File: config.mk
export PLATFORM = sky130hd
export DESIGN_NAME = sine_square_oscillator
export DESIGN_NICKNAME = d
export VERILOG_FILES = /design/src/sv/sso_pkg.sv /design/src/sv/sso_ctrl.sv /design/src/sv/sso_datapath.sv /design/src/sv/sine_square_oscillator.sv
export SDC_FILE = /design/constraint.sdc
export NUM_CORES = 2
export LEC_CHECK = 0
export ABC_AREA = 1
export BUFFER_PORTS_ARGS = -buffer_cell sky130_fd_sc_hd__buf_2
export CAP_MARGIN = 0
export CELL_PAD_IN_SITES_DETAIL_PLACEMENT = 1
export CELL_PAD_IN_SITES_GLOBAL_PLACEMENT = 2
export CORE_MARGIN = 4
export CORE_UTILIZATION = 41
export DETAILED_ROUTE_END_ITERATION = 10
export PLACE_DENSITY_LB_ADDON = 0.1
export SETUP_SLACK_MARGIN = 0.05
export SLEW_MARGIN = 20
export SYNTH_ARGS = -nofsm -noshare
export SYNTH_HDL_FRONTEND = slang
export SYNTH_SLANG_ARGS = --single-unit
File: constraint.sdc
create_clock -name clk_i -period 14.2 [get_ports clk_i]
set_input_delay 1.42 -clock clk_i [delete_from_list [all_inputs] [get_ports clk_i]]
set_output_delay 1.42 -clock clk_i [all_outputs]
set_load 0.03 [all_outputs]
File: src/sv/sso_pkg.sv
// shared constants, types and tables of the sine and square oscillator
package sso_pkg;

  localparam int PHASE_BITS  = 32;
  localparam int SAMPLE_BITS = 16;
  localparam int SINE_STEPS  = 16;

  localparam int TURN_W      = 32;
  localparam int AMP_W       = 15;
  localparam int WAVE_W      = 2;
  localparam int COUNT_W     = 16;
  localparam int CFG_IDX_W   = 3;
  localparam int CFG_DATA_W  = 32;
  localparam int CORDIC_W    = 34;
  localparam int K_W         = 30;
  localparam int X0_SHIFT    = 14;
  localparam int Y_FRAC_BITS = 16;
  localparam int STEP_W      = (SINE_STEPS > 1) ? $clog2(SINE_STEPS) : 1;
  localparam int ATAN_IDX_W  = 5;

  // cordic gain compensation in q30
  localparam logic [K_W-1:0] K_Q30 = K_W'(652032874);

  localparam logic [TURN_W-1:0] QUARTER_TURN = 32'h4000_0000;
  localparam logic [TURN_W-1:0] HALF_TURN    = 32'h8000_0000;

  typedef enum logic [WAVE_W-1:0] {
    WAVE_SINE   = 2'd0,
    WAVE_COSINE = 2'd1,
    WAVE_SQUARE = 2'd2
  } wave_e;

  typedef enum logic [CFG_IDX_W-1:0] {
    REG_WAVEFORM  = 3'd0,
    REG_AMPLITUDE = 3'd1,
    REG_PHASE     = 3'd2,
    REG_PERIOD    = 3'd3,
    REG_HIGH      = 3'd4
  } cfg_reg_e;

  // controller to datapath commands
  typedef struct packed {
    logic              capture;
    logic              setup;
    logic              iterate;
    logic [STEP_W-1:0] step;
    logic              load_out;
  } cmd_t;

  // arctangent of 2^-i in 32-bit turn units
  function automatic logic [TURN_W-1:0] atan_turn(input logic [ATAN_IDX_W-1:0] idx);
    logic [TURN_W-1:0] r;
    case (idx)
      5'd0:    r = 32'h2000_0000;
      5'd1:    r = 32'h12E4_051E;
      5'd2:    r = 32'h09FB_385B;
      5'd3:    r = 32'h0511_11D4;
      5'd4:    r = 32'h028B_0D43;
      5'd5:    r = 32'h0145_D7E1;
      5'd6:    r = 32'h00A2_F61E;
      5'd7:    r = 32'h0051_7C55;
      5'd8:    r = 32'h0028_BE53;
      5'd9:    r = 32'h0014_5F2F;
      5'd10:   r = 32'h000A_2F98;
      5'd11:   r = 32'h0005_17CC;
      5'd12:   r = 32'h0002_8BE6;
      5'd13:   r = 32'h0001_45F3;
      5'd14:   r = 32'h0000_A2FA;
      5'd15:   r = 32'h0000_517D;
      5'd16:   r = 32'h0000_28BE;
      5'd17:   r = 32'h0000_145F;
      5'd18:   r = 32'h0000_0A30;
      5'd19:   r = 32'h0000_0518;
      5'd20:   r = 32'h0000_028C;
      5'd21:   r = 32'h0000_0146;
      5'd22:   r = 32'h0000_00A3;
      5'd23:   r = 32'h0000_0051;
      5'd24:   r = 32'h0000_0029;
      5'd25:   r = 32'h0000_0014;
      5'd26:   r = 32'h0000_000A;
      5'd27:   r = 32'h0000_0005;
      5'd28:   r = 32'h0000_0003;
      5'd29:   r = 32'h0000_0001;
      5'd30:   r = 32'h0000_0001;
      default: r = 32'h0000_0000;
    endcase
    return r;
  endfunction

endpackage

File: src/sv/sso_ctrl.sv
// sequencing state machine and output word valid of the oscillator
module sso_ctrl (
  input  logic          clk_i,
  input  logic          rst_ni,
  input  logic          in_valid_i,
  output logic          in_ready_o,
  output logic          out_valid_o,
  input  logic          out_ready_i,
  output sso_pkg::cmd_t cmd_o
);
  import sso_pkg::*;

  typedef enum logic [3:0] {
    ST_IDLE  = 4'b0001,
    ST_SETUP = 4'b0010,
    ST_ITER  = 4'b0100,
    ST_FINAL = 4'b1000
  } state_e;

  localparam logic [STEP_W-1:0] LAST_STEP = STEP_W'(SINE_STEPS - 1);

  state_e            state_q, state_d;
  logic [STEP_W-1:0] step_q, step_d;
  logic              out_valid_q, out_valid_d;
  logic              accept;
  logic              load;

  assign in_ready_o  = (state_q == ST_IDLE);
  assign accept      = in_valid_i && in_ready_o;
  assign load        = (state_q == ST_FINAL) && (!out_valid_q || out_ready_i);
  assign out_valid_o = out_valid_q;

  // next state and iteration count
  always_comb begin
    state_d = state_q;
    step_d  = step_q;
    case (state_q)
      ST_IDLE: begin
        if (accept) begin
          state_d = ST_SETUP;
        end
      end
      ST_SETUP: begin
        state_d = ST_ITER;
        step_d  = '0;
      end
      ST_ITER: begin
        if (step_q == LAST_STEP) begin
          state_d = ST_FINAL;
          step_d  = '0;
        end else begin
          step_d = step_q + 1'b1;
        end
      end
      ST_FINAL: begin
        if (load) begin
          state_d = ST_IDLE;
        end
      end
      default: begin
        state_d = ST_IDLE;
        step_d  = '0;
      end
    endcase
  end

  // output word valid: set on load, cleared when taken
  always_comb begin
    out_valid_d = out_valid_q;
    if (load) begin
      out_valid_d = 1'b1;
    end else if (out_ready_i) begin
      out_valid_d = 1'b0;
    end
  end

  // datapath commands
  always_comb begin
    cmd_o.capture  = accept;
    cmd_o.setup    = (state_q == ST_SETUP);
    cmd_o.iterate  = (state_q == ST_ITER);
    cmd_o.step     = step_q;
    cmd_o.load_out = load;
  end

  always_ff @(posedge clk_i or negedge rst_ni) begin
    if (!rst_ni) begin
      state_q     <= ST_IDLE;
      step_q      <= '0;
      out_valid_q <= 1'b0;
    end else begin
      state_q     <= state_d;
      step_q      <= step_d;
      out_valid_q <= out_valid_d;
    end
  end

endmodule

File: src/sv/sso_datapath.sv
// config registers, counters, cordic rotator and output register
module sso_datapath (
  input  logic                                 clk_i,
  input  logic                                 rst_ni,
  input  logic                                 cfg_we_i,
  input  logic [sso_pkg::CFG_IDX_W-1:0]        cfg_index_i,
  input  logic [sso_pkg::CFG_DATA_W-1:0]       cfg_wdata_i,
  input  logic                                 in_restart_i,
  input  sso_pkg::cmd_t                        cmd_i,
  output logic signed [sso_pkg::SAMPLE_BITS-1:0] out_sample_o
);
  import sso_pkg::*;

  localparam int CW      = CORDIC_W;
  localparam int PROD_W  = AMP_W + K_W;
  localparam logic signed [CW-1:0] SAMPLE_LIM =
    $signed(CW'((64'd1 << (SAMPLE_BITS - 1)) - 64'd1));

  // configuration
  logic [WAVE_W-1:0]     wave_q;
  logic [AMP_W-1:0]      amp_q;
  logic [CFG_DATA_W-1:0] step_q;
  logic [COUNT_W-1:0]    period_q;
  logic [COUNT_W-1:0]    high_q;

  always_ff @(posedge clk_i or negedge rst_ni) begin
    if (!rst_ni) begin
      wave_q   <= WAVE_W'(WAVE_SINE);
      amp_q    <= '0;
      step_q   <= '0;
      period_q <= COUNT_W'(1);
      high_q   <= '0;
    end else if (cfg_we_i) begin
      case (cfg_reg_e'(cfg_index_i))
        REG_WAVEFORM:  wave_q   <= cfg_wdata_i[WAVE_W-1:0];
        REG_AMPLITUDE: amp_q    <= cfg_wdata_i[AMP_W-1:0];
        REG_PHASE:     step_q   <= cfg_wdata_i;
        REG_PERIOD:    period_q <= cfg_wdata_i[COUNT_W-1:0];
        REG_HIGH:      high_q   <= cfg_wdata_i[COUNT_W-1:0];
        default:       ;
      endcase
    end
  end

  // restart flag of the word in flight
  logic restart_q;

  always_ff @(posedge clk_i) begin
    if (cmd_i.capture) begin
      restart_q <= in_restart_i;
    end
  end

  // phase accumulator and square counter
  logic [PHASE_BITS-1:0] phase_q, phase_d, eff_phase, step_ext;
  logic [COUNT_W-1:0]    pos_q, pos_d, eff_pos, pos_fix, period;
  logic [COUNT_W:0]      pos_inc;
  logic [TURN_W-1:0]     turn, turn_sel, turn_fold;
  logic                  sq_on_q;

  assign eff_phase = restart_q ? '0 : phase_q;
  assign eff_pos   = restart_q ? '0 : pos_q;

  if (PHASE_BITS >= TURN_W) begin : g_wide_phase
    assign turn     = eff_phase[PHASE_BITS-1 -: TURN_W];
    assign step_ext = PHASE_BITS'(step_q);
  end else begin : g_narrow_phase
    assign turn     = {eff_phase, {(TURN_W - PHASE_BITS){1'b0}}};
    assign step_ext = step_q[PHASE_BITS-1:0];
  end

  assign phase_d = eff_phase + step_ext;

  always_comb begin
    period  = (period_q == '0) ? COUNT_W'(1) : period_q;
    pos_fix = (eff_pos >= period) ? '0 : eff_pos;
    pos_inc = {1'b0, pos_fix} + 1'b1;
    pos_d   = (pos_inc >= {1'b0, period}) ? '0 : pos_inc[COUNT_W-1:0];
  end

  // shift the cosine by a quarter turn, then fold the turn into the right half plane
  always_comb begin
    turn_sel  = (wave_q == WAVE_W'(WAVE_COSINE)) ? turn + QUARTER_TURN : turn;
    turn_fold = turn_sel;
    if (turn_sel[TURN_W-1] != turn_sel[TURN_W-2]) begin
      turn_fold = HALF_TURN - turn_sel;
    end
  end

  always_ff @(posedge clk_i or negedge rst_ni) begin
    if (!rst_ni) begin
      phase_q <= '0;
      pos_q   <= '0;
    end else if (cmd_i.setup) begin
      phase_q <= phase_d;
      pos_q   <= pos_d;
    end
  end

  // cordic rotator, one micro-rotation a cycle
  logic [PROD_W-1:0]      prod;
  logic signed [CW-1:0]   x_q, y_q, z_q;
  logic signed [CW-1:0]   dx, dy, ang;

  assign prod = PROD_W'(amp_q) * PROD_W'(K_Q30);
  assign dx   = y_q >>> cmd_i.step;
  assign dy   = x_q >>> cmd_i.step;
  assign ang  = $signed(CW'(atan_turn(ATAN_IDX_W'(cmd_i.step))));

  always_ff @(posedge clk_i) begin
    if (cmd_i.setup) begin
      x_q     <= $signed(CW'(prod >> X0_SHIFT));
      y_q     <= '0;
      z_q     <= $signed(CW'($signed(turn_fold)));
      sq_on_q <= (pos_fix < high_q);
    end else if (cmd_i.iterate) begin
      if (!z_q[CW-1]) begin
        x_q <= x_q - dx;
        y_q <= y_q + dy;
        z_q <= z_q - ang;
      end else begin
        x_q <= x_q + dx;
        y_q <= y_q - dy;
        z_q <= z_q + ang;
      end
    end
  end

  // scale back, clamp and select the waveform
  logic                 y_neg;
  logic signed [CW-1:0] y_abs, y_sh, y_tr, y_clamp, amp_s, sel, res;

  always_comb begin
    amp_s   = $signed(CW'(amp_q));
    y_neg   = y_q[CW-1];
    y_abs   = y_neg ? -y_q : y_q;
    y_sh    = y_abs >>> Y_FRAC_BITS;
    y_tr    = y_neg ? -y_sh : y_sh;
    y_clamp = y_tr;
    if (y_tr > amp_s) begin
      y_clamp = amp_s;
    end else if (y_tr < -amp_s) begin
      y_clamp = -amp_s;
    end
    case (wave_e'(wave_q))
      WAVE_SINE:   sel = y_clamp;
      WAVE_COSINE: sel = y_clamp;
      WAVE_SQUARE: sel = sq_on_q ? amp_s : '0;
      default:     sel = '0;
    endcase
    res = sel;
    if (sel > SAMPLE_LIM) begin
      res = SAMPLE_LIM;
    end else if (sel < -SAMPLE_LIM) begin
      res = -SAMPLE_LIM;
    end
  end

  // output word register
  always_ff @(posedge clk_i) begin
    if (cmd_i.load_out) begin
      out_sample_o <= res[SAMPLE_BITS-1:0];
    end
  end

endmodule

File: src/sv/sine_square_oscillator.sv
// top level of the sine, cosine and square oscillator
// Usage:
//   Input channel (in_valid_i / in_ready_o) carries one sample tick per word,
//   with in_restart_i clearing the phase accumulator and square counter first.
//   Output channel (out_valid_o / out_ready_i) returns one signed sample per
//   tick, out_sample_o, in two's complement.
//   Configuration is a write-only port: cfg_we_i, cfg_index_i, cfg_wdata_i,
//   index 0 waveform, 1 amplitude, 2 phase step, 3 period, 4 high count.
// Timing:
//   A word is taken in the idle state, then passes the setup state, the cordic
//   loop, one micro-rotation per cycle in the shared rotator, and the final
//   state, in which the scaled sample is loaded into the output register.
//   No new word is taken until the last one has been loaded.
// Reset:
//   rst_ni clears the configuration, counters and control state (period 1, all others 0) at once.
// Stall:
//   A finished sample waits in the output register; the next word can be
//   taken and computed meanwhile, and finishes once the register frees.
module sine_square_oscillator (
  input  logic                                   clk_i,
  input  logic                                   rst_ni,
  input  logic                                   cfg_we_i,
  input  logic [sso_pkg::CFG_IDX_W-1:0]          cfg_index_i,
  input  logic [sso_pkg::CFG_DATA_W-1:0]         cfg_wdata_i,
  input  logic                                   in_valid_i,
  output logic                                   in_ready_o,
  input  logic                                   in_restart_i,
  output logic                                   out_valid_o,
  input  logic                                   out_ready_i,
  output logic signed [sso_pkg::SAMPLE_BITS-1:0] out_sample_o
);
  import sso_pkg::*;

  cmd_t cmd;

  // sequencing
  sso_ctrl u_ctrl (
    .clk_i       (clk_i),
    .rst_ni      (rst_ni),
    .in_valid_i  (in_valid_i),
    .in_ready_o  (in_ready_o),
    .out_valid_o (out_valid_o),
    .out_ready_i (out_ready_i),
    .cmd_o       (cmd)
  );

  // arithmetic and state
  sso_datapath u_datapath (
    .clk_i        (clk_i),
    .rst_ni       (rst_ni),
    .cfg_we_i     (cfg_we_i),
    .cfg_index_i  (cfg_index_i),
    .cfg_wdata_i  (cfg_wdata_i),
    .in_restart_i (in_restart_i),
    .cmd_i        (cmd),
    .out_sample_o (out_sample_o)
  );

endmodule

==> summary.txt <==
Die
  – Die area: 87000 um^2
  – Die Width: 295 um
  – Core area: 81100 um^2
  – Starting density of the core: 0.417
  – FP Rows: 104
  – Die H: 295 um
  – Ports: 59

Place
  – Number of port buffers: 58
  – RD Place Congestion: 0.899
  – Post-DP HPWL: 95200 um
  – Pre-CTS setup slack: 6540 ps

Critical path
  – CP Data Arrival Time: 8060 ps
  – Crit Path Max Fanout: 12
  – Crit. End Element: flop
  – CP max stage delay: 670 ps
  – Setup CP Type: flop to flop
  – Worst R2R Path Depth: 31
  – Most common cell on crit path: nand2_1
  – Worst Path Required: 14550 ps
  – Worst setup SP type: flop
  – Slowest CP cell: dfrtp_1

Clock tree
  – Clock sink count: 258
  – CTS Buffer Depth: 3
  – Worst-path clk slew: 50 ps
  – Clk_lat worst skew: 610 ps
  – CTS buffer count: 39
  – Setup bufs post-CTS: 0
  – Root Buffer: clkbuf_16
  – CTS tree: yes
  – Cts hold-fix bufs: 0
  – CTS resizes: 0
  – H-tree levels: 2

Timing
  – Slew @ Worst Pin: 1080 ps
  – Unrepaired setup endpoints after global routing: no
  – Clock Skews: 39.0 ps
  – Final hold viol count: 0
  – Worst Setup Slack, final: 6480 ps
  – F_max: 130 MHz
  – Slew Limit Fails: 0
  – Tcrit/Tclk final: 0.544
  – Setup_tns: 0 ps
  – Tmin final: 7720 ps
  – Slew margin rel.: 0.281
  – Final setup violation count: 0

Route
  – Metal3 WL: 5180 um
  – Remaining routing DRC violations: 0
  – Vias per cell: 5.35
  – Highest metal used: met5
  – Post-DR wirelength/cell: 20.0 um
  – First-pass DRT Iterations: 5
  – Vias: 31300
  – Initial DRC count: 1685
  – Total Wirelength: 117000 um
  – Met1 wire length: 53200 um
  – Met2 WL: 54700 um
  – Detail Route Antenna Nets: 0

Global routing
  – First-pass GRT wire length: 185000 um
  – GRT Overall Usage: 0.270
  – Initial antenna violation count: 2
  – Number of global-route vias before repair: 32700
  – Gr ovfl total: 0
  – Pin count of the biggest net entering global routing: 102

Final layout
  – Share of cells above drive strength 1: 0.0541
  – Diode count: 0
  – Area delta synth->final: 7.44%
  – # nets final: 5350

Run status
  – Status: finished clean

Min path
  – Hold Path Depth: 2
  – HP Class: flop to flop

Synth
  – Yosys warnings: 0
  – Avg Cell Area, Syn: 7.08 um^2
  – Async S/R FF share, synth: 0.535
  – Yosys reg bits: 258
  – Count leader, synth: nand2_1
  – Post-synth EDFFs: 83
  – Synth top area share: 0.142
  – Count of cell types in the netlist: 69
  – Top post-synthesis cells by count: nand2_1, inv_1, o21ai_0, nor2_1, ha_1
  – Area contributors post-synth: ha_1, nand2_1, fa_1, dfrtp_1, inv_1
  – Register area share after synthesis: 0.198
  – Post-Syn Instances: 4767
  – Synth area leader: ha_1
  – Top_reg_cell synth: dfrtp_1
  – Synth Cell Area: 33800 um^2
  – Mapped Nets: 5363

Run
  – Max-cap violations: 0
## critical path: cells and delay by family (launching register included)
family          cells  cell delay (ps)
fa+ha+maj           7             3380
simple gates       10              960
flops               1              670
compound gates      9             1970
buf+inv             5              490
## cell usage in the layout (no fill, tap or decap), drive strengths merged, types with 5 or more instances in the layout
| cell type | netlist | routed |
|---|---|---|
| a211oi | 12 | 12 |
| a21o | 10 | 10 |
| a21oi | 323 | 323 |
| a31oi | 24 | 24 |
| and2 | 5 | 5 |
| buf | 48 | 82 |
| clkbuf | 88 | 58 |
| clkinv | 2 | 10 |
| dfrtp | 136 | 136 |
| dfxtp | 37 | 37 |
| edfxtp | 83 | 83 |
| fa | 172 | 172 |
| ha | 383 | 383 |
| inv | 742 | 745 |
| mux2 | 16 | 16 |
| mux2i | 45 | 45 |
| nand2 | 1056 | 1056 |
| nand3 | 149 | 149 |
| nand4 | 35 | 35 |
| nor2 | 406 | 406 |
| nor3 | 68 | 68 |
| nor4 | 9 | 9 |
| o211ai | 23 | 23 |
| o21a | 17 | 17 |
| o21ai | 520 | 520 |
| o21bai | 10 | 10 |
| o22ai | 33 | 33 |
| o31ai | 14 | 14 |
| o32ai | 6 | 6 |
| o41ai | 5 | 5 |
| or2 | 24 | 24 |
| xnor2 | 89 | 89 |
| xor2 | 137 | 137 |
## path summary, 6_finish.rpt
check,from,end,slack (ps)
max in group asynchronous,rst_ni,u_datapath.phase_q[6],11850
min,u_datapath.high_q[0],u_datapath.high_q[0],480
min in group asynchronous,rst_ni,u_ctrl.step_q[1],870
max,u_datapath.amp_q[4],u_datapath.x_q[26],6480
max reg2reg,u_datapath.amp_q[4],u_datapath.x_q[26],6480
min reg2reg,u_datapath.high_q[0],u_datapath.high_q[0],480
## state kept, by name, summed over array words and instances (netlist names)
signal / count
u_datapath.x_q: 34
u_datapath.y_q: 34
u_datapath.z_q: 34
u_datapath.phase_q: 32
u_datapath.step_ext: 32
u_datapath.high_q: 16
u_datapath.out_sample_o: 16
u_datapath.period_q: 16
u_datapath.pos_q: 16
u_datapath.amp_q: 15
u_ctrl.state_q: 4
u_ctrl.step_q: 4
u_datapath.wave_q: 2
u_ctrl.out_valid_o: 1
u_datapath.restart_q: 1
u_datapath.sq_on_q: 1
## cells by family after synthesis
kind of cell / after synthesis / share of synthesized area
AND/OR/NAND/NOR: 1757 / 0.214
AO/OA/AOI/OAI: 1030 / 0.167
buffers and inverters: 880 / 0.100
adder cells (fa/ha/maj): 555 / 0.244
flip-flops: 258 / 0.198
XOR/XNOR: 226 / 0.0591
multiplexers: 61 / 0.0187
## stage by stage
stage | std cells | cell area (um^2) | util | hold WS [ps]
final | 5845 | 36300 | 0.448 | 481
after global routing | 5845 | 36300 | 0.448 | 503
after CTS | 5845 | 36300 | 0.447 | 486
after detailed placement | 5773 | 35000 | 0.432 | 471
after global placement | 5773 | 35000 | 0.432 | 466
after floorplan | 4767 | 33800 | - | 447
## layer usage
metal	track usage	up-vias
met4	0.0845	2
li1	-	15600
met3	0.0433	155
met2	0.462	488
met5	0	-
met1	0.352	15100
## area by class of cell
type / count / area, um^2
clock buffer: 58 / 1120
clock inverter: 14 / 130
fill: 10500 / 44800
inverter: 744 / 2800
multi-input combinational: 3629 / 23700
sequential: 258 / 6690
tap: 1060 / 1330
timing repair buffer: 82 / 477
Power is not shown: default switching activity piles up to over one toggle a cycle in this logic, so the estimate is an artifact.
